`src/design/twg_pkg.sv`:
```
// Shared types and constants for the FFT twiddle factor generator.
package twg_pkg;

  // Field widths of the request and result words
  localparam int K_W    = 5;
  localparam int IDX_W  = 16;
  localparam int OUT_W  = 16;
  localparam int ANGLE_W = 30;

  // Request limits and packed table layout
  localparam logic [K_W-1:0] MIN_LOG2  = 5'd3;
  localparam logic [K_W-1:0] CFG_RESET = 5'd16;
  localparam int             ADDR_BIAS = 4;

  // Extra working bits below the output LSB, and output saturation bounds
  localparam int GUARD_BITS = 8;
  localparam int OUT_MAX    = 32767;
  localparam int OUT_MIN    = -32768;

  // CORDIC gain (inverse of the infinite-stage scale) in Q32
  localparam logic [63:0] GAIN_Q32   = 64'd2608131496;
  // 2*pi in Q29, used to turn a residual angle (turn units) into radians
  localparam logic [31:0] TWO_PI_Q29 = 32'd3373259426;

  // Queue between front and back
  localparam int QUEUE_DEPTH = 2;

  // atan(2^-i) in units of 2^-32 turn
  localparam logic [31:0] STEP_ANGLE [32] = '{
    32'd536870912, 32'd316933406, 32'd167458907, 32'd85004756,
    32'd42667331,  32'd21354465,  32'd10679838,  32'd5340245,
    32'd2670163,   32'd1335087,   32'd667544,    32'd333772,
    32'd166886,    32'd83443,     32'd41722,     32'd20861,
    32'd10430,     32'd5215,      32'd2608,      32'd1304,
    32'd652,       32'd326,       32'd163,       32'd81,
    32'd41,        32'd20,        32'd10,        32'd5,
    32'd3,         32'd1,         32'd1,         32'd0
  };

  // Classified request word handed from front to back
  typedef struct packed {
    logic                err;
    logic                quad;
    logic [ANGLE_W-1:0]  angle;
    logic [IDX_W-1:0]    addr;
  } item_t;

  // Status between front and queue
  typedef struct packed {
    logic push;
    logic full;
  } queue_ctl_t;

endpackage

```
`src/design/twg_queue.sv`:
```
// Short queue that decouples the front end from the rotation pipeline.
module twg_queue (
  input  logic                clk_i,
  input  logic                rst_ni,
  input  twg_pkg::queue_ctl_t ctl_i,
  input  twg_pkg::item_t      item_i,
  output logic                full_o,
  output logic                pop_o,
  output twg_pkg::item_t      item_o
);

  localparam int DEPTH = twg_pkg::QUEUE_DEPTH;
  localparam int PTR_W = $clog2(DEPTH);

  twg_pkg::item_t   mem_q [DEPTH];
  logic [PTR_W-1:0] wr_ptr_q, rd_ptr_q;
  logic [PTR_W:0]   count_q;
  logic             push, pop;

  // The back end never stalls: a stored word leaves in the next cycle
  assign pop    = (count_q != '0);
  assign push   = ctl_i.push && !ctl_i.full;
  assign full_o = (count_q == (PTR_W + 1)'(DEPTH));

  always_ff @(posedge clk_i or negedge rst_ni) begin
    if (!rst_ni) begin
      wr_ptr_q <= '0;
      rd_ptr_q <= '0;
      count_q  <= '0;
    end else begin
      if (push) wr_ptr_q <= wr_ptr_q + 1'b1;
      if (pop)  rd_ptr_q <= rd_ptr_q + 1'b1;
      unique case ({push, pop})
        2'b10:   count_q <= count_q + 1'b1;
        2'b01:   count_q <= count_q - 1'b1;
        default: count_q <= count_q;
      endcase
    end
  end

  always_ff @(posedge clk_i) begin
    if (push) begin
      mem_q[wr_ptr_q] <= item_i;
    end
  end

  assign pop_o  = pop;
  assign item_o = mem_q[rd_ptr_q];

endmodule

```
`config.mk`:
```
export PLATFORM = sky130hd
export DESIGN_NAME = twg_queue
export DESIGN_NICKNAME = d
export VERILOG_FILES = /design/src/design/twg_pkg.sv /design/src/design/twg_queue.sv
export SDC_FILE = /design/constraint.sdc
export NUM_CORES = 1
export LEC_CHECK = 0
export BUFFER_PORTS_ARGS = -buffer_cell sky130_fd_sc_hd__buf_2
export CORE_MARGIN = 2
export CORE_UTILIZATION = 35
export CTS_BUF_LIST = sky130_fd_sc_hd__clkbuf_16
export CTS_CLUSTER_DIAMETER = 50
export DETAILED_ROUTE_END_ITERATION = 7
export PLACE_DENSITY_LB_ADDON = 0.3
export SETUP_SLACK_MARGIN = 0.02
export SKIP_LAST_GASP = 1
export SLEW_MARGIN = 30
export SYNTH_ARGS = -nofsm -noshare
export SYNTH_HDL_FRONTEND = slang
export SYNTH_SLANG_ARGS = --single-unit
```
`constraint.sdc`:
```
create_clock -name clk_i -period 7.89 [get_ports clk_i]
set_input_delay 1.578 -clock clk_i [delete_from_list [all_inputs] [get_ports clk_i]]
set_output_delay 1.578 -clock clk_i [all_outputs]
set_load 0.05 [all_outputs]
```
==> results of run 1 <==
state kept, by name, summed over array words and instances (netlist names):
name      flops
mem_q        96
count_q       2
rd_ptr_q      1
wr_ptr_q      1
cells in the final DEF (no fill, tap or decap):
master / instances
nor2_1: 1
clkinv_2: 1
diode_2: 1
mux2_2: 38
buf_2: 101
xor2_1: 2
inv_1: 2
clkinv_1: 2
nor2_4: 2
nor2b_1: 1
buf_4: 3
dfrtp_2: 1
bufinv_16: 3
ha_1: 1
edfxtp_1: 96
clkbuf_16: 9
or2_2: 1
mux2_4: 10
nand2b_1: 1
dfrtp_1: 3
xnor2_1: 3
cell type report:
class | instances | area (µm²) | share of cell area
diodes | 1 | 2.50 | 0.000532
clock buffers | 9 | 225 | 0.0479
clock inverters | 7 | 106 | 0.0226
inverters | 1 | 3.75 | 0.000799
multi-input cells | 60 | 679 | 0.145
flip-flops and latches | 100 | 2980 | 0.635
well taps | 136 | 170 | 0.0362
repair buffers | 104 | 528 | 0.112
through the flow:
stage	setup slack [ps]	area [µm²]	hold WS [ps]	total power [mW]
floorplan	3640	3700	447	1.26
global placement	4420	4370	464	1.38
detailed placement	4410	4370	465	1.39
CTS	4040	4700	483	1.87
global route	3970	4700	500	1.92
finish	4110	4700	486	1.85
cell families after synthesis:
group,share of synthesized area
buf+inv,0.0142
xor+xnor,0.0118
flops,0.806
fa+ha+maj,0.00338
simple gates,0.00812
mux,0.156
routing by layer:
layer | wire length [µm] | global-route usage | share of wire
met5 | 0 | 0 | 0
met4 | 131 | 0.0696 | 0.021
met3 | 525 | 0.0456 | 0.083
met2 | 2910 | 0.170 | 0.46
met1 | 2790 | 0.139 | 0.44
power by group through the flow:
stage | clock (mW) | sequential [mW] | combinational, mW
final | 0.480 | 0.701 | 0.667
after floorplan | 0 | 0.685 | 0.576
after CTS | 0.495 | 0.704 | 0.676
after detailed placement | 0 | 0.714 | 0.676
after global routing | 0.514 | 0.710 | 0.700
after global placement | 0 | 0.711 | 0.673
worst max-delay path by stage:
stage / start / to / slack (ps) / depth (start not counted)
global route: rd_ptr_q / item_o[42] / 3970 / 3
finish: rd_ptr_q / item_o[42] / 4110 / 3
detailed placement: rd_ptr_q / item_o[42] / 4410 / 3
floorplan: ctl_i[0] / mem_q[0][0] / 3640 / 2
global placement: rd_ptr_q / item_o[42] / 4420 / 3
CTS: rd_ptr_q / item_o[42] / 4040 / 3
==> results.sh, run 1 <==
export IMPL_route_final_wire_length_mm=6.36
export IMPL_global_route_wire_length_before_repair_mm=9.35
export IMPL_fp_dieH_um=107
export IMPL_drt_wirelength_per_cell_um=15.2
export IMPL_yosys_cell_types_count=15
export IMPL_final_antenna_net_count=0
export IMPL_cts_sinks=100
export IMPL_worst_setup_hold_path_clk_slew_ps=70
export IMPL_worstSetupStartpointType="register"
export IMPL_post_cts_repair_setup_buffers=0
export IMPL_placed_cells_incl_taps=401
export IMPL_crit_buf_inv=2
export IMPL_pin_count_of_the_biggest_net_entering_global_routing=35
export IMPL_max_slew_worst_pin_slew_ps=617
export IMPL_synth_cells_most_frequent="96 x edfxtp_1, 38 x mux2_2, 10 x mux2_4"
export IMPL_pwr_share_seq=0.379
export IMPL_first_iter_violations=80
export IMPL_grt_remaining_overflow=0
export IMPL_timing_critical_path_slowest_cell_delay_ps=770
export IMPL_grt_use_total=0.114
export IMPL_vdd_drop_max_mv=0.130
export IMPL_grt_antenna_before_repair=1
export IMPL_post_layout_nonfiller_instances=418
export IMPL_postSynth_asyncResetShare=0.0400
export IMPL_clock_fmax_mhz=264
export IMPL_first_pass_iters=4
export IMPL_placement_rows=37
export IMPL_worst_clock_skew_ps=6.76
export IMPL_yosys_register_bits=100
export IMPL_min_from="count_q[1]"
export IMPL_intPower_mw=1.16
export IMPL_timing_final_crit_period_ps=3780
export IMPL_routed_via_density=4.41
export IMPL_synth_sequential_area_ratio=0.806
export IMPL_insertion_delay_ps=340
export IMPL_cts_inserted_buffers=9
export IMPL_drt_drc_violations_left=0
export IMPL_crit_path_cell_trace="buf_4 -> mux2_2 -> buf_2"
export IMPL_yosysWarnings=0
export IMPL_mappedNetlistNets=219
export IMPL_finalSetupViolCount=0
export IMPL_rsz0062_at_grt="false"
export IMPL_design_final_nets=329
export IMPL_arrival_ps=2200
export IMPL_grt_pass1_vias=1823
export IMPL_worst_slew_margin_rel=0.589
export IMPL_leakage_nw=1.78
export IMPL_worst_hold_path_type="reg -> reg"
export IMPL_end_of_the_worst_register_to_register_path="mem_q[1][12]"
export IMPL_finalCritPeriodShare=0.479
export IMPL_netlist_top_cell_by_area="edfxtp_1"
export IMPL_power_density_nw_per_um2=393
export IMPL_hold_buf_cts=0
export IMPL_crit_required_ps=6310
export IMPL_worst_r2r_startpoint="wr_ptr_q"
export IMPL_port_buffers=101
export IMPL_endpoint_kind="output port"
export IMPL_final_max_slew_violation_count=0
export IMPL_power_switching_mw=0.683
export IMPL_outcome="complete, no violations"
export IMPL_cts_resized=0
export IMPL_vias=1844
export IMPL_fillerInstances=955
export IMPL_drive_gt1_frac=0.601
export IMPL_worstHoldEndpoint="count_q[1]"
export IMPL_path_delay_family="flip-flops"
export IMPL_layout_core_utilization=0.457
export IMPL_r2r_setup_slack_ps=6090
export IMPL_post_synth_instance_area_um2=3700
export IMPL_synth_main_ff_cell="edfxtp_1"
export IMPL_fin_tns_setup_ps=0
export IMPL_power_clock_fraction=0.260
export IMPL_critPathKind="reg -> out"
export IMPL_ff2ff_path_depth=3
export IMPL_syn_mean_instance_area_um2=22.3
export IMPL_cts_root_to_sink_buffers=2
export IMPL_dieArea_um2=11400
export IMPL_initial_standard_cell_utilization_of_the_core=0.360
export IMPL_min_delay_path_depth=1
export IMPL_sw_frac_of_total=0.370
export IMPL_die_width_um=107
export IMPL_synth_edff_count=96
export IMPL_design_core_area_um2=10300
export IMPL_comb_power_share=0.361
export IMPL_number_of_h_tree_levels=3
export IMPL_synth_top_cells_by_area="edfxtp_1 78%, mux2_2 12%, mux2_4 4.1%"
export IMPL_drv_cap=0
export IMPL_hpwlAfterDp_mm=4.20
export IMPL_gpl_final_weighted_congestion=0.665
export IMPL_slowest_stage="dfrtp_2"
export IMPL_cts_root_buf="clkbuf_16"
export IMPL_top_level_ports=102
export IMPL_synthesis_instances=166
export IMPL_synth_most_common_cell="edfxtp_1"
export IMPL_tritoncts="built"
export IMPL_synth_top_cell_area_share=0.779
export IMPL_syn2layout_area_growth_pct=27.0
export IMPL_worstPathMaxFanout=26
export IMPL_timing_hold_violations_final=0
Note: power is estimated with default switching activity, not from simulation.
==> run 2: changes to the inputs <==
--- a/config.mk
+++ b/config.mk
@@ -5,6 +5,7 @@
 export SDC_FILE = /design/constraint.sdc
 export NUM_CORES = 1
 export LEC_CHECK = 0
+export ABC_AREA = 1
 export BUFFER_PORTS_ARGS = -buffer_cell sky130_fd_sc_hd__buf_2
 export CORE_MARGIN = 2
 export CORE_UTILIZATION = 35
==> constraint.sdc (replaced) <==
create_clock -name clk_i -period 3.2 [get_ports clk_i]
set_input_delay 0.64 -clock clk_i [delete_from_list [all_inputs] [get_ports clk_i]]
set_output_delay 0.64 -clock clk_i [all_outputs]
set_load 0.05 [all_outputs]
==> results.sh, run 2 <==
export IMPL_final_hold_slack_ps=105
export IMPL_yosys_register_bits=100
export IMPL_pwr_share_seq=0.346
export IMPL_endpoint_kind="output port"
export IMPL_drt_wirelength_per_cell_um=13.2
export IMPL_design_final_nets=438
export IMPL_grt_antenna_before_repair=1
export IMPL_yosys_cell_types_count=14
export IMPL_top_flop_regs="mem_q: 96 flops, count_q: 2 flops"
export IMPL_arrival_ps=1720
export IMPL_synth_mux_area_fraction=0
export IMPL_first_pass_iters=4
export IMPL_pin_count_of_the_biggest_net_entering_global_routing=49
export IMPL_post_cts_repair_setup_buffers=0
export IMPL_fp_dieH_um=107
export IMPL_worst_r2r_startpoint="wr_ptr_q"
export IMPL_main_combinational_cell_family_by_area_after_synthesis="simple AND/OR/NAND/NOR gates"
export IMPL_post_synth_instance_area_um2=3700
export IMPL_synth_sequential_area_ratio=0.806
export IMPL_multi_input_gate_area_um2=639
export IMPL_final_antenna_net_count=0
export IMPL_yosysWarnings=0
export IMPL_crit_path_cell_trace="inv_2 -> buf_12 -> nand2_1 -> nand2_1 -> buf_2"
export IMPL_synth_most_common_cell="nand2_1"
export IMPL_comb_power_share=0.432
export IMPL_netlist_top_cell_by_area="edfxtp_1"
export IMPL_worst_slew_margin_rel=0.587
export IMPL_cts_inserted_buffers=9
export IMPL_crit_required_ps=2560
export IMPL_r2r_setup_slack_ps=1530
export IMPL_sequential_cell_area_in_the_final_layout_um2=2980
export IMPL_timing_hold_violations_final=0
export IMPL_end_of_the_worst_register_to_register_path="mem_q[1][26]"
export IMPL_cts_root_to_sink_buffers=2
export IMPL_slowest_stage="dfrtp_2"
export IMPL_timing_critical_path_slowest_cell_delay_ps=410
export IMPL_initial_standard_cell_utilization_of_the_core=0.360
export IMPL_port_buffers=101
export IMPL_synth_edff_count=96
export IMPL_power_density_nw_per_um2=1020
export IMPL_regMostFlops="mem_q"
export IMPL_top_level_ports=102
export IMPL_vdd_drop_max_mv=0.571
export IMPL_max_slew_worst_pin_slew_ps=619
export IMPL_drv_cap=0
export IMPL_design_core_area_um2=10300
export IMPL_gpl_final_weighted_congestion=0.675
export IMPL_path_delay_family="buffers and inverters"
export IMPL_outcome="complete, no violations"
export IMPL_synth_top_cell_area_share=0.779
export IMPL_layout_commonest_cell="nand2_1"
export IMPL_leakage_nw=2.02
export IMPL_syn_mean_instance_area_um2=13.4
export IMPL_vias=2264
export IMPL_cts_sinks=100
export IMPL_ff2ff_path_depth=3
export IMPL_finalSetupViolCount=0
export IMPL_dieArea_um2=11400
export IMPL_synthAdderAreaFrac=0.00338
export IMPL_first_iter_violations=88
export IMPL_global_route_wire_length_before_repair_mm=10.7
export IMPL_diodes=0
export IMPL_worst_setup_hold_path_clk_slew_ps=60
export IMPL_placement_rows=37
export IMPL_drive_gt1_frac=0.323
export IMPL_critPathMostFrequentCell="nand2_1"
export IMPL_synth_main_ff_cell="edfxtp_1"
export IMPL_crit_buf_inv=3
export IMPL_worst_hold_path_type="in -> async"
export IMPL_routed_via_density=4.30
export IMPL_cts_root_buf="clkbuf_16"
export IMPL_mappedNetlistNets=330
export IMPL_power_clock_fraction=0.223
export IMPL_synth_top_cells_by_area="edfxtp_1 78%, nand2_1 15%, dfrtp_1 2.7%"
export IMPL_grt_remaining_overflow=0
export IMPL_finalPower_mw=4.81
export IMPL_synthSimpleGateAreaFrac=0.158
export IMPL_postSynth_asyncResetShare=0.0400
export IMPL_clock_fmax_mhz=423
export IMPL_number_of_h_tree_levels=3
export IMPL_insertion_delay_ps=330
export IMPL_cts_resized=0
export IMPL_area_fraction_in_compound_gates_after_synthesis=0
export IMPL_timing_final_crit_period_ps=2360
export IMPL_yosys_area_share_xor_xnor=0.00710
export IMPL_tritoncts="built"
export IMPL_finalCritPeriodShare=0.738
export IMPL_power_switching_mw=2.16
export IMPL_rsz0062_at_grt="false"
export IMPL_intPower_mw=2.65
export IMPL_drt_drc_violations_left=0
export IMPL_die_width_um=107
export IMPL_route_final_wire_length_mm=6.96
export IMPL_grt_use_total=0.124
export IMPL_fin_tns_setup_ps=0
export IMPL_flip_flop_count_of_the_largest_register_all_copies_and_words_added=96
export IMPL_synth_cells_most_frequent="149 x nand2_1, 96 x edfxtp_1, 7 x inv_1"
export IMPL_hpwlAfterDp_mm=4.47
export IMPL_worst_clock_skew_ps=5.66
export IMPL_sw_frac_of_total=0.449
export IMPL_fillerInstances=987
export IMPL_critPathKind="reg -> out"
export IMPL_final_max_slew_violation_count=0
export IMPL_layout_cells_most_common_list="149 x nand2_1, 101 x buf_2, 96 x edfxtp_1"
export IMPL_synthesis_instances=277
export IMPL_grt_pass1_vias=2205
export IMPL_hold_buf_cts=0
export IMPL_worstSetupStartpointType="register"
export IMPL_worstPathMaxFanout=30
export IMPL_syn2layout_area_growth_pct=27.0
-- run 2: logic make-up after synthesis --
family / Yosys count
fa+ha+maj: 1
flops: 100
buf+inv: 18
simple gates: 155
xor+xnor: 3
-- run 2: layer usage --
layer | wire [µm] | global-route usage
met1 | 3160 | 0.154
met2 | 3280 | 0.207
met3 | 372 | 0.0304
met4 | 139 | 0.0557
met5 | 7 | 0
-- run 2: how the worst max path moves through the flow --
stage          startpoint      endpoint  slack [ps]  depth (start not counted)
2_1_floorplan    ctl_i[0]   mem_q[0][0]         -50                          3
3_3_place_gp     ctl_i[0]  mem_q[1][23]        1070                          5
3_5_place_dp     ctl_i[0]   mem_q[1][6]        1010                          5
4_1_cts          rd_ptr_q    item_o[30]         780                          5
5_1_grt          rd_ptr_q    item_o[42]         720                          5
6_report         rd_ptr_q    item_o[32]         840                          5
-- run 2: worst reg2reg max path, stage by stage, from the launching register on --
cell and delay [ps]:
dfrtp_1 400, inv_1 110, nor2_4 520, buf_4 330
-- run 2: cell type report --
class | count | area share
Timing Repair Buffer | 107 | 0.123
Clock buffer | 9 | 0.0479
Tap cell | 136 | 0.0362
Clock inverter | 7 | 0.0155
Sequential cell | 100 | 0.635
Inverter | 8 | 0.00639
Multi-Input combinational cell | 159 | 0.136
-- run 2: power groups by stage --
stage          sequential [mW]  clock, mW  combinational [mW]
3_3_place_gp              1.69          0                2.10
6_report                  1.66       1.07                2.08
5_1_grt                   1.68       1.15                2.22
3_5_place_dp              1.69          0                2.11
4_1_cts                   1.67       1.09                2.12
2_1_floorplan             1.69          0                1.61
-- run 2: through the flow --
stage,util,instances,cell area [µm²],setup WS [ps]
final,0.457,526,4700,838
after detailed placement,0.428,510,4400,1010
after global placement,0.428,510,4400,1070
after global routing,0.457,526,4700,723
after CTS,0.457,526,4700,780
after floorplan,-,277,3700,-54.2
