$ cat src/design/twg_pkg.sv
// Shared types and constants for the FFT twiddle factor generator.
package twg_pkg;

  // Field widths of the request and result words
  localparam int K_W    = 5;
  localparam int IDX_W  = 16;
  localparam int OUT_W  = 16;
  localparam int ANGLE_W = 30;

  // Request limits and packed table layout
  localparam logic [K_W-1:0] MIN_LOG2  = 5'd3;
  localparam logic [K_W-1:0] CFG_RESET = 5'd16;
  localparam int             ADDR_BIAS = 4;

  // Extra working bits below the output LSB, and output saturation bounds
  localparam int GUARD_BITS = 8;
  localparam int OUT_MAX    = 32767;
  localparam int OUT_MIN    = -32768;

  // CORDIC gain (inverse of the infinite-stage scale) in Q32
  localparam logic [63:0] GAIN_Q32   = 64'd2608131496;
  // 2*pi in Q29, used to turn a residual angle (turn units) into radians
  localparam logic [31:0] TWO_PI_Q29 = 32'd3373259426;

  // Queue between front and back
  localparam int QUEUE_DEPTH = 2;

  // atan(2^-i) in units of 2^-32 turn
  localparam logic [31:0] STEP_ANGLE [32] = '{
    32'd536870912, 32'd316933406, 32'd167458907, 32'd85004756,
    32'd42667331,  32'd21354465,  32'd10679838,  32'd5340245,
    32'd2670163,   32'd1335087,   32'd667544,    32'd333772,
    32'd166886,    32'd83443,     32'd41722,     32'd20861,
    32'd10430,     32'd5215,      32'd2608,      32'd1304,
    32'd652,       32'd326,       32'd163,       32'd81,
    32'd41,        32'd20,        32'd10,        32'd5,
    32'd3,         32'd1,         32'd1,         32'd0
  };

  // Classified request word handed from front to back
  typedef struct packed {
    logic                err;
    logic                quad;
    logic [ANGLE_W-1:0]  angle;
    logic [IDX_W-1:0]    addr;
  } item_t;

  // Status between front and queue
  typedef struct packed {
    logic push;
    logic full;
  } queue_ctl_t;

endpackage

$ cat src/design/twg_front.sv
// Front end: accepts requests, checks range, folds the angle, computes the table address.
module twg_front #(
  parameter int LARGEST_LOG2 = 16
) (
  input  logic                        clk_i,
  input  logic                        rst_ni,
  input  logic                        start,
  output logic                        busy,
  input  logic [twg_pkg::K_W-1:0]     stage_log2_size_i,
  input  logic [twg_pkg::IDX_W-1:0]   factor_index_i,
  input  logic                        cfg_we_i,
  input  logic [twg_pkg::K_W-1:0]     cfg_wdata_i,
  input  logic                        q_full_i,
  output twg_pkg::queue_ctl_t         q_ctl_o,
  output twg_pkg::item_t              item_o
);

  localparam logic [twg_pkg::K_W-1:0] MAX_K = twg_pkg::K_W'(LARGEST_LOG2);

  logic [twg_pkg::K_W-1:0] limit_q;
  logic [twg_pkg::K_W-1:0] limit_eff;
  logic                    valid_q;
  twg_pkg::item_t          item_q, item_d;
  logic                    accept, push;
  logic [47:0]             turn;
  logic [31:0]             addr_full;
  logic                    in_range;

  // Size limit register
  always_ff @(posedge clk_i or negedge rst_ni) begin
    if (!rst_ni) begin
      limit_q <= twg_pkg::CFG_RESET;
    end else if (cfg_we_i) begin
      limit_q <= cfg_wdata_i;
    end
  end

  // Classify the request
  always_comb begin
    limit_eff = (limit_q > MAX_K) ? MAX_K : limit_q;
    in_range  = (stage_log2_size_i >= twg_pkg::MIN_LOG2) &&
                (stage_log2_size_i <= limit_eff) &&
                ((factor_index_i >> (stage_log2_size_i - 5'd1)) == '0);
    // j / 2^k as a fraction of a full turn
    turn      = 48'(factor_index_i) << (6'd32 - {1'b0, stage_log2_size_i});
    addr_full = (32'd1 << (stage_log2_size_i - 5'd1)) - 32'(twg_pkg::ADDR_BIAS)
                + 32'(factor_index_i);
    item_d.err   = !in_range;
    item_d.quad  = turn[30];
    item_d.angle = turn[29:0];
    item_d.addr  = addr_full[twg_pkg::IDX_W-1:0];
  end

  assign push   = valid_q && !q_full_i;
  assign busy   = valid_q && q_full_i;
  assign accept = start && !busy;

  // Holding register in front of the queue
  always_ff @(posedge clk_i or negedge rst_ni) begin
    if (!rst_ni) begin
      valid_q <= 1'b0;
    end else if (accept) begin
      valid_q <= 1'b1;
    end else if (push) begin
      valid_q <= 1'b0;
    end
  end

  always_ff @(posedge clk_i) begin
    if (accept) begin
      item_q <= item_d;
    end
  end

  assign q_ctl_o.push = push;
  assign q_ctl_o.full = q_full_i;
  assign item_o       = item_q;

endmodule

$ cat config.mk
export PLATFORM = sky130hd
export DESIGN_NAME = twg_front
export DESIGN_NICKNAME = d
export VERILOG_FILES = /design/src/design/twg_pkg.sv /design/src/design/twg_front.sv
export SDC_FILE = /design/constraint.sdc
export NUM_CORES = 1
export LEC_CHECK = 0
export BUFFER_PORTS_ARGS = -buffer_cell sky130_fd_sc_hd__buf_2
export CAP_MARGIN = 20
export CORE_AREA = 10 10 136 113
export DETAILED_ROUTE_END_ITERATION = 8
export DIE_AREA = 0 0 146 123
export PLACE_DENSITY = 0.5
export SYNTH_ARGS = -nofsm -noshare
export SYNTH_HDL_FRONTEND = slang
export SYNTH_SLANG_ARGS = --single-unit
$ cat constraint.sdc
create_clock -name clk_i -period 6.4 [get_ports clk_i]
set_input_delay 0.32 -clock clk_i [delete_from_list [all_inputs] [get_ports clk_i]]
set_output_delay 0.32 -clock clk_i [all_outputs]
set_load 0.1 [all_outputs]
==> key figures, run 1 <==
Worst hold path
  • Worst hold path cell count: 2
  • Hold Path Class: in2reg

Power and ir drop
  • Power Total: 1.27 mW
  • VDD IR max: 0.122 mV
  • Leakage: 2.22 nW
  • PwrDens: 253 nW/um^2

Cells and area
  • Final nets: 594
  • Most frequent cells in the layout: 81 x buf_2, 51 x nand2_1, 49 x inv_1, 48 x edfxtp_1, 45 x nor2_1
  • # diodes: 0
  • Final Util: 0.399
  • Commonest non-fill, non-tap cell in the layout: buf_2
  • Area grow syn2layout: 17.0%
  • Final Instance Area: 5040 um^2
  • Share of cells above drive strength 1: 0.231

Synth
  • Syn_area_per_cell: 9.55 um^2
  • Share of the synthesized area in the top cell type: 0.335
  • Synthesized Nets: 522
  • Synth area leader: edfxtp_1
  • Dominant synthesized flop cell: edfxtp_1
  • Synth area leaders: edfxtp_1 33%, ha_1 11%, nand2_1 4.4%
  • Flops & latches, synth: 54
  • Synth Cell Area: 4310 um^2
  • Yosys cell types: 58
  • Synth Instances: 451
  • Async set or reset register ratio after synthesis: 0.111
  • Synth warn: 0
  • Post-synthesis sequential area ratio: 0.370
  • EDFF count, synth: 48

Floorplan
  • Core Footprint: 12600 um^2
  • Chip width: 146 um
  • Initial core utilization: 0.341
  • Die Span Y: 123 um
  • Row count: 37
  • I/O pins: 82
  • Die ar.: 18000 um^2

Global route
  • GRT Total Usage: 0.130
  • Busiest grt layer: met2
  • Initial antenna violation count: 0
  • GRT met3 Usage: 0.0358
  • Gr ovfl total: 0
  • Largest net degree at the start of global routing: 49
  • First-pass GRT wire length: 18.9 mm
  • Vias in the first global route: 3540
  • Met2 usage: 0.200
  • Met1 usage: 0.177

Drt
  • DRC: 0
  • WL per Instance: 16.7 um
  • Initial DRC Count: 276
  • Via density: 5.12
  • WL final: 11.7 mm
  • Vias after detailed routing: 3578
  • Final ANT Viol Nets: 0
  • Pre-antenna DRT Iters: 5

Timing
  • Max Clk Rate: 0.208 GHz
  • Skew final: 0.00362 ns
  • Fin. Hold Viols: 0
  • Minimum clock period: 4.81 ns
  • Slew @ Worst Pin: 0.830 ns
  • RSZ-0062 raised after global routing: false
  • Setup TNS: 0 ns
  • Final Setup Violations: 0
  • Final period utilization: 0.752
  • WHS: 0.230 ns
  • Max Slew Vio Count: 0
  • Worst rel slew slack: 0.447

Clock network
  • Clock Latency Late Sink: 0.31 ns
  • CTS tree: done
  • Clk slew on worst S/H paths: 0.08 ns
  • TritonCTS Sinks: 54
  • Root buffer selected by CTS: clkbuf_16
  • Clock tree buffer depth: 2
  • Cts repair resizes: 0
  • Num CTS Buffers: 5
  • # H-tree levels: 2

Worst setup path
  • Nature of the critical path endpoint: flip-flop
  • R2R depth: 8
  • CP arrival: 4.87 ns
  • CP max FO: 31
  • CP dominant cell by count: ha_1
  • Worst reg-to-reg setup slack: 4.43 ns
  • Worst EP required: 6.46 ns
  • Crit path kind: in2reg
  • CP Launch Type: input port
  • Worst path max stage delay: 0.53 ns
  • Cell Chain, Critical Path: buf_2 -> inv_1 -> ha_1 -> or3b_2 -> xor2_1 -> nand2_1 -> nor2_1 -> and2_1 -> ha_1 -> ha_1 -> fa_1 -> a21o_1 -> a21oi_1 -> o21ai_0 -> a211oi_1 -> a21oi_1 -> xor2_1
  • Crit-path slowest cell: or3b_2

Placement
  • Routability congestion estimate: 0.884
  • Post-DP Area: 4870 um^2
  • Dpl hpwl: 9.27 mm
  • Port Buf Inserts: 81

Flow run
  • Max-cap violations: 0

Run status
  • Status: finished clean
-- final cells by class --
| cell class | instances | area (um^2) |
|---|---|---|
| clock buffers | 5 | 125 |
| clock inverters | 3 | 28.8 |
| fillers | 1285 | 7600 |
| inverters | 49 | 184 |
| multi-input cells | 327 | 2440 |
| flip-flops and latches | 54 | 1590 |
| well taps | 175 | 219 |
| repair buffers | 86 | 445 |
-- kinds of logic (layout without fill, tap and decap cells) --
family	after synthesis	in the layout	synth area share
AOI/OAI and AO/OA	102	102	0.158
adders and majority gates	40	40	0.118
and+or+nand+nor	143	143	0.152
xor gates and xnor gates	17	17	0.0346
DFF	54	54	0.370
buffers and inverters	70	143	0.0665
muxes	25	25	0.101
-- worst max-delay path, delay by kind of cell --
family          cells  cell delay [ns]
fa+ha+maj           4             1.18
compound gates      5             1.19
xor+xnor            2             0.46
simple gates        4             1.10
buf+inv             2             0.61
-- through the flow --
stage / std cells / setup WS, ns
after floorplan: 451 / 2.01
after global placement: 690 / 1.42
after detailed placement: 690 / 1.28
after CTS: 699 / 1.61
after global routing: 699 / 1.25
final: 699 / 1.59
-- state kept, by name, summed over array words and instances, names as in the netlist --
register  count
item_o       48
valid_q       1
limit_q       5
-- cells in the mapped netlist (2+ instances only) --
cell type,count
nand2_1,51
inv_1,49
edfxtp_1,48
nor2_1,45
ha_1,39
a21oi_1,28
o21ai_0,16
clkbuf_1,15
xnor2_1,13
mux2_2,10
o22ai_1,10
nand3_1,9
nor3_1,8
a211oi_1,6
a21o_1,6
a31oi_1,6
and3_1,6
mux4_1,6
mux4_2,6
dfrtp_1,5
nor2b_1,5
o211ai_1,5
nand3b_1,4
o21a_1,4
xor2_1,4
and2_1,3
mux2i_1,3
o2bb2ai_1,3
a2111oi_2,2
a21boi_0,2
buf_4,2
buf_6,2
nor3b_1,2
o21bai_1,2
o31ai_1,2
or2_2,2
-- power by group --
| part | total [mW] | leakage (nW) | switching (mW) | internal [mW] |
|---|---|---|---|---|
| Sequential | 0.438 | 0.536 | 0.00797 | 0.430 |
| Clock | 0.290 | 0.0759 | 0.140 | 0.150 |
| Combinational | 0.546 | 1.60 | 0.406 | 0.140 |
-- final timing paths --
check | startpoint | endpoint
max in group asynchronous | rst_ni | limit_q[4]
worst max register to register | limit_q[4] | item_o[47]
worst min register to register | limit_q[0] | limit_q[0]
worst max-delay path | stage_log2_size_i[0] | item_o[13]
worst min-delay path | start | valid_q
min in group asynchronous | rst_ni | limit_q[1]
-- layer usage --
metal | part of all wire | vias to the layer above | wire [um]
li1 | - | 1762 | -
met2 | 0.43 | 98 | 5070
met5 | 0 | - | 0
met1 | 0.49 | 1711 | 5760
met3 | 0.063 | 7 | 741
met4 | 0.011 | 0 | 123
-- timing repair --
item,in CTS,in global routing
hold endpoints to repair,5,0
hold buffers,1,0
setup buffers,0,0
Note: power is estimated with default switching activity, not from simulation.
==> inputs of run 2 (changes only) <==
- clock period: 6.4 -> 4.5 ns (I/O delays scaled with it)
==> key figures, run 2 (synthesis results as in run 1) <==
Timing
  • RSZ-0062 raised after global routing: false
  • Final Setup Violations: 0 (unchanged)
  • Max Slew Vio Count: 0 (unchanged)
  • Max Clk Rate: 0.248 GHz
  • Fin. Hold Viols: 0 (unchanged)
  • Skew final: 0.00654 ns (+0.00292 ns)
  • Setup TNS: 0 ns (unchanged)
  • Slew @ Worst Pin: 0.744 ns (-0.0858 ns)
  • Final period utilization: 0.897
  • Minimum clock period: 4.03 ns
  • Worst rel slew slack: 0.504 (+0.0569)

Worst setup path
  • Crit path buffers/inverters: 2 (unchanged)
  • CP max FO: 10 (-68%)
  • Nature of the critical path endpoint: flip-flop
  • Worst path max stage delay: 0.53 ns (about the same)
  • Crit-path slowest cell: or3b_2
  • Cell Chain, Critical Path: buf_2 -> inv_1 -> ha_1 -> or3b_2 -> xor2_1 -> nand2_1 -> nor2_1 -> and2_1 -> ha_1 -> ha_1 -> fa_1 -> a21o_1 -> a21oi_1 -> o21ai_0 -> a211oi_1 -> a21oi_1 -> xor2_1
  • Top delay family on crit path: adder cells
  • Worst EP required: 4.56 ns (-1.90 ns)
  • CP dominant cell by count: ha_1
  • Crit path kind: in2reg
  • CP Launch Type: input port
  • CP arrival: 4.10 ns (-0.77 ns)

Placement
  • Port Buf Inserts: 81 (unchanged)
  • Routability congestion estimate: 0.880 (-0.44%)
  • # placed instances: 696 (+0.87%)
  • Dpl hpwl: 9.36 mm (+1.0%)

Floorplan
  • I/O pins: 82 (unchanged)
  • Die Span Y: 123 um (unchanged)
  • Row count: 37 (unchanged)
  • Chip width: 146 um (unchanged)
  • Die ar.: 18000 um^2 (unchanged)
  • Initial core utilization: 0.341 (unchanged)
  • Core Footprint: 12600 um^2 (unchanged)

Global route
  • First-pass GRT wire length: 18.6 mm (-1.2%)
  • Gr ovfl total: 0 (unchanged)
  • Initial antenna violation count: 0 (unchanged)
  • GRT Total Usage: 0.129 (-0.00110)
  • Vias in the first global route: 3498 (-1.2%)
  • Largest net degree at the start of global routing: 49 (unchanged)

Clock network
  • CTS tree: done
  • Clock Latency Late Sink: 0.31 ns (about the same)
  • Post-CTS Setup Bufs: 0 (unchanged)
  • Clock tree buffer depth: 2 (unchanged)
  • # H-tree levels: 2 (unchanged)
  • Clk slew on worst S/H paths: 0.08 ns (about the same)
  • Cts repair resizes: 0 (unchanged)
  • TritonCTS Sinks: 54 (unchanged)
  • Num CTS Buffers: 5 (unchanged)
  • Root buffer selected by CTS: clkbuf_16

Run status
  • Status: finished clean

Cells and area
  • Area grow syn2layout: 18.0%
  • Share of cells above drive strength 1: 0.240 (+0.00871)
  • Final nets: 600 (+1.0%)
  • Max reg flops: 48 (unchanged)
  • # diodes: 0 (unchanged)
  • Commonest non-fill, non-tap cell in the layout: buf_2
  • Final Non-Filler Cells: 705 (+0.86%)
  • Most frequent cells in the layout: 81 x buf_2, 51 x nand2_1, 49 x inv_1, 48 x edfxtp_1, 45 x nor2_1

Power and ir drop
  • Total net switching power: 0.790 mW (+43%)
  • PwrDens: 358 nW/um^2 (+41%)
  • Sequential Power Share: 0.343 (about the same)
  • Switching share of power: 0.434 (-0.000699)
  • Internal power: 1.03 mW (+43%)
  • Logic pwr share: 0.430 (about the same)
  • Leakage: 2.25 nW (+1.3%)
  • Clk pwr share: 0.227 (about the same)
  • VDD IR max: 0.149 mV (+22%)

Drt
  • Via density: 5.09 (-0.66%)
  • Vias after detailed routing: 3585 (+0.20%)
  • WL final: 11.7 mm (-0.10%)
  • Initial DRC Count: 245 (-11%)
  • DRC: 0 (unchanged)
  • Pre-antenna DRT Iters: 5 (unchanged)
  • WL per Instance: 16.6 um (-0.95%)
  • Final ANT Viol Nets: 0 (unchanged)

Worst hold path
  • Hold Path Class: in2reg

Flow run
  • Max-cap violations: 0 (unchanged)
==> run 2: path summary, 6_finish.rpt <==
| kind | start | end | slack [ns] | depth (start not counted) |
|---|---|---|---|---|
| max | stage_log2_size_i[1] | item_o[13] | 0.47 | 17 |
| max reg2reg | limit_q[4] | item_o[47] | 2.59 | 8 |
| min in group asynchronous | rst_ni | limit_q[1] | 0.25 | 2 |
| min | start | valid_q | 0.13 | 2 |
| min reg2reg | limit_q[0] | limit_q[0] | 0.51 | 1 |
| max in group asynchronous | rst_ni | limit_q[4] | 4.02 | 2 |
==> run 2: power groups by stage <==
stage / Combinational (mW) / Clock (mW) / Sequential (mW)
2_1_floorplan: 0.334 / 0 / 0.924
3_3_place_gp: 0.779 / 0 / 0.633
3_5_place_dp: 0.783 / 0 / 0.635
4_1_cts: 0.786 / 0.429 / 0.624
5_1_grt: 0.842 / 0.446 / 0.628
6_report: 0.781 / 0.413 / 0.623
==> run 2: through the flow <==
step                cell area, um^2  setup slack [ns]  utilization  hold WS, ns  power [mW]
floorplan                      4310             0.204            -      -0.0706        1.26
global placement               4920             0.248        0.389       0.0533        1.41
detailed placement             4920             0.176        0.389       0.0632        1.42
CTS                            5080             0.512        0.402        0.120        1.84
global route                   5080             0.141        0.402        0.131        1.92
finish                         5080             0.465        0.402        0.128        1.82
==> run 2: area by class of cell <==
type | instances | area, um^2
inverters | 49 | 184
clock buffers | 5 | 125
well taps | 175 | 219
flip-flops and latches | 54 | 1590
clock inverters | 3 | 28.8
multi-input cells | 327 | 2440
repair buffers | 92 | 490
fillers | 1280 | 7550
==> run 2: metal layers <==
layer | routed length [um] | share of wire | up-vias | global-route usage
li1 | - | - | 1780 | -
met1 | 5850 | 0.50 | 1690 | 0.174
met2 | 4840 | 0.41 | 106 | 0.192
met3 | 825 | 0.071 | 9 | 0.0416
met4 | 165 | 0.014 | 0 | 0.0431
met5 | 0 | 0 | - | 0
==> run 2: what timing repair did <==
item                                    4_1_cts  5_1_grt
hold endpoints to repair                      6        0
hold buffers                                  1        0
endpoints found under the setup margin        0        0
==> inputs of run 3 (changes only) <==
--- a/config.mk
+++ b/config.mk
@@ -7,8 +7,9 @@
 export LEC_CHECK = 0
+export ABC_AREA = 1
 export BUFFER_PORTS_ARGS = -buffer_cell sky130_fd_sc_hd__buf_2
 export CAP_MARGIN = 20
-export CORE_AREA = 10 10 136 113
+export CORE_AREA = 10 10 137 114
 export DETAILED_ROUTE_END_ITERATION = 8
-export DIE_AREA = 0 0 146 123
-export PLACE_DENSITY = 0.5
+export DIE_AREA = 0 0 147 124
+export PLACE_DENSITY = 0.57
 export SYNTH_ARGS = -nofsm -noshare
--- a/constraint.sdc
+++ b/constraint.sdc
@@ -3,2 +3,2 @@
 set_output_delay 0.225 -clock clk_i [all_outputs]
-set_load 0.1 [all_outputs]
+set_load 0.05 [all_outputs]
==> key figures, run 3 <==
Power and ir drop
  • Switching share of power: 0.381 (-0.0534)
  • Sequential Power Share: 0.369 (+0.026)
  • Internal power: 1.04 mW (+1.2%)
  • Logic pwr share: 0.360 (-0.070)
  • Total net switching power: 0.640 mW (-19%)
  • Power Total: 1.68 mW (-7.6%)
  • PwrDens: 329 nW/um^2 (-7.9%)
  • Clk pwr share: 0.272 (+0.045)
  • VDD IR max: 0.148 mV (-0.45%)
  • Leakage: 2.44 nW (+8.7%)

Timing
  • Skew final: 0.00328 ns (-0.00327 ns)
  • Slew @ Worst Pin: 0.663 ns (-0.0812 ns)
  • Worst rel slew slack: 0.558 (+0.0544)
  • Final period utilization: 0.828 (-0.0687)
  • Minimum clock period: 3.73 ns (-0.309 ns)
  • Setup TNS: 0 ns (unchanged)
  • Final Setup Violations: 0 (unchanged)
  • Max Slew Vio Count: 0 (unchanged)
  • Fin. Hold Viols: 0 (unchanged)
  • RSZ-0062 raised after global routing: false
  • Max Clk Rate: 0.268 GHz (+8.3%)
  • WHS: 0.144 ns (+0.0160 ns)

Worst setup path
  • Worst reg-to-reg setup slack: 2.52 ns (-0.07 ns)
  • Crit path kind: in2reg
  • CP arrival: 3.78 ns (-0.32 ns)
  • CP max FO: 24 (+14)
  • Worst EP required: 4.55 ns (about the same)
  • R2R depth: 8 (unchanged)
  • CP Launch Type: input port
  • Nature of the critical path endpoint: flip-flop

Placement
  • Post-DP Area: 4920 um^2 (about the same)
  • Port Buf Inserts: 81 (unchanged)
  • Dpl hpwl: 9.84 mm (+5.1%)
  • Routability congestion estimate: 0.899 (+2.1%)

Cells and area
  • Register area: 1590 um^2 (unchanged)
  • Share of cells above drive strength 1: 0.202 (-0.0380)
  • Area of the multi-input gates: 2420 um^2 (-1.0%)
  • Final Util: 0.401 (-0.00135)
  • Most frequent cells in the layout: 118 x nand2_1, 101 x nand3_1, 82 x buf_2, 62 x inv_1, 48 x edfxtp_1
  • Area grow syn2layout: 15.5%
  • Final Instance Area: 5100 um^2 (+0.39%)
  • Final nets: 705 (+18%)
  • # diodes: 0 (unchanged)
  • Fillcell total: 1335 (+4.3%)
  • Max reg flops: 48 (unchanged)
  • Commonest non-fill, non-tap cell in the layout: nand2_1

Synth
  • Dominant synthesized flop cell: edfxtp_1
  • Syn_area_per_cell: 7.84 um^2 (-18%)
  • Synthesized Nets: 635 (+22%)
  • Compound-Gate Fraction of Synth Area: 0.0727 (-0.0855)
  • Share of the synthesized area in the top cell type: 0.326 (-0.00852)
  • Yosys cell types: 36 (-38%)
  • Synth Instances: 564 (+25%)
  • Main combinational cell family by area after synthesis: simple AND/OR/NAND/NOR gates
  • Synth area leaders: edfxtp_1 33%, nand3_1 11%, ha_1 11%
  • Area share of and/or/nand/nor cells after synthesis: 0.320 (+0.169)
  • Count leader, synth: nand2_1
  • Synth Cell Area: 4420 um^2 (+2.6%)
  • Synth area leader: edfxtp_1
  • Multiplexer area fraction after synthesis: 0.00764 (-0.0934)
  • Flops & latches, synth: 54 (unchanged)
  • Xor and xnor area share after synthesis: 0.0297 (-0.00484)
  • Async set or reset register ratio after synthesis: 0.111 (unchanged)
  • Post-synthesis sequential area ratio: 0.360 (-0.00942)
  • Synth warn: 0 (unchanged)
  • Top post-synthesis cells by count: 118 x nand2_1, 101 x nand3_1, 62 x inv_1
  • Synth Area in Adders: 0.115 (-0.00300)
  • EDFF count, synth: 48 (unchanged)

Drt
  • Via density: 5.05 (-0.73%)
  • DRC: 0 (unchanged)
  • Pre-antenna DRT Iters: 5 (unchanged)
  • Vias after detailed routing: 4089 (+14%)
  • WL final: 12.4 mm (+6.4%)
  • Final ANT Viol Nets: 0 (unchanged)
  • WL per Instance: 15.3 um (-7.4%)
  • Initial DRC Count: 322 (+31%)

Floorplan
  • Die Span Y: 124 um (+0.81%)
  • Core Footprint: 12700 um^2 (+0.73%)
  • Die ar.: 18200 um^2 (+1.5%)
  • Initial core utilization: 0.347 (+0.00637)
  • Row count: 37 (unchanged)
  • Chip width: 147 um (+0.68%)
  • I/O pins: 82 (unchanged)

Global route
  • Initial antenna violation count: 1 (+1)
  • Largest net degree at the start of global routing: 39 (-20%)
  • Gr ovfl total: 0 (unchanged)
  • Vias in the first global route: 3925 (+12%)
  • First-pass GRT wire length: 20.1 mm (+7.7%)
  • GRT Total Usage: 0.135 (+0.00595)

Run status
  • Status: finished clean

Flow run
  • Max-cap violations: 0 (unchanged)

Clock network
  • Post-CTS Setup Bufs: 0 (unchanged)
  • CTS tree: done
  • Num CTS Buffers: 5 (unchanged)
  • Clk slew on worst S/H paths: 0.07 ns (about the same)
  • Root buffer selected by CTS: clkbuf_16
  • Clock Latency Late Sink: 0.31 ns (about the same)
  • Clock tree buffer depth: 2 (unchanged)
  • Hold-fix buffers at CTS: 1 (unchanged)
  • Cts repair resizes: 0 (unchanged)
  • # H-tree levels: 2 (unchanged)
  • TritonCTS Sinks: 54 (unchanged)

Worst hold path
  • Hold Path Class: in2reg
  • Worst hold path cell count: 3 (+1)
-- run 3: cell types whose count changed in the layout (fill, tap and decap cells not counted), sizes merged, moves of 11 or more --
cell / change
nand3: +101
nand2: +79
inv: +17
o21ai: +14
mux4: -12
a21oi: -11
-- run 3: per-stage QoR --
stage               setup slack (ns)  instances
finish                         0.774        810
global route                   0.457        810
CTS                            0.840        810
detailed placement             0.512        801
global placement               0.702        800
floorplan                       1.16        564
-- run 3: power groups by stage --
stage                     combinational (mW)  clock [mW]  sequential [mW]
after floorplan                        0.323           0            0.772
after global placement                 0.599           0            0.631
after detailed placement               0.601           0            0.632
after CTS                              0.605       0.470            0.621
after global routing                   0.668       0.488            0.625
final                                  0.604       0.456            0.620
-- run 3: per-layer routing --
metal	vias up	routed length, um	track usage
li1	2036	-	-
met1	1880	6130	0.187
met2	156	5160	0.205
met3	15	1010	0.0384
met4	2	123	0.0309
met5	-	7	0
-- run 3: worst max-delay path: stages --
cell and delay, ns:
buf_2 0.33, inv_4 0.23, ha_1 0.32, nand2_1 0.08
nand2_1 0.06, nand2_2 0.07, inv_2 0.12, nor2_2 0.23
inv_1 0.09, nor3_1 0.18, ha_1 0.28, ha_1 0.24
fa_1 0.41, nand3_1 0.11, nand2_1 0.12, a31oi_1 0.35
nor3_1 0.08, nor2_1 0.14, xnor2_1 0.10
-- run 3: final cells by class --
class	count	share of cell area
tap	175	0.0429
timing repair buffer	87	0.0883
sequential	54	0.312
clock buffer	5	0.0245
clock inverter	3	0.00932
inverter	66	0.0490
multi-input combinational	420	0.474
-- run 3: cells by family after synthesis --
family,count (synthesis)
flops,54
mux,3
simple gates,303
xor+xnor,15
buf+inv,90
compound gates,59
fa+ha+maj,40
-- run 3: final timing paths --
path	from	to
worst max register to register	limit_q[4]	item_o[47]
worst max-delay path	stage_log2_size_i[0]	item_o[11]
min in group asynchronous	rst_ni	valid_q
worst min register to register	valid_q	valid_q
max in group asynchronous	rst_ni	limit_q[4]
worst min-delay path	cfg_wdata_i[0]	limit_q[0]
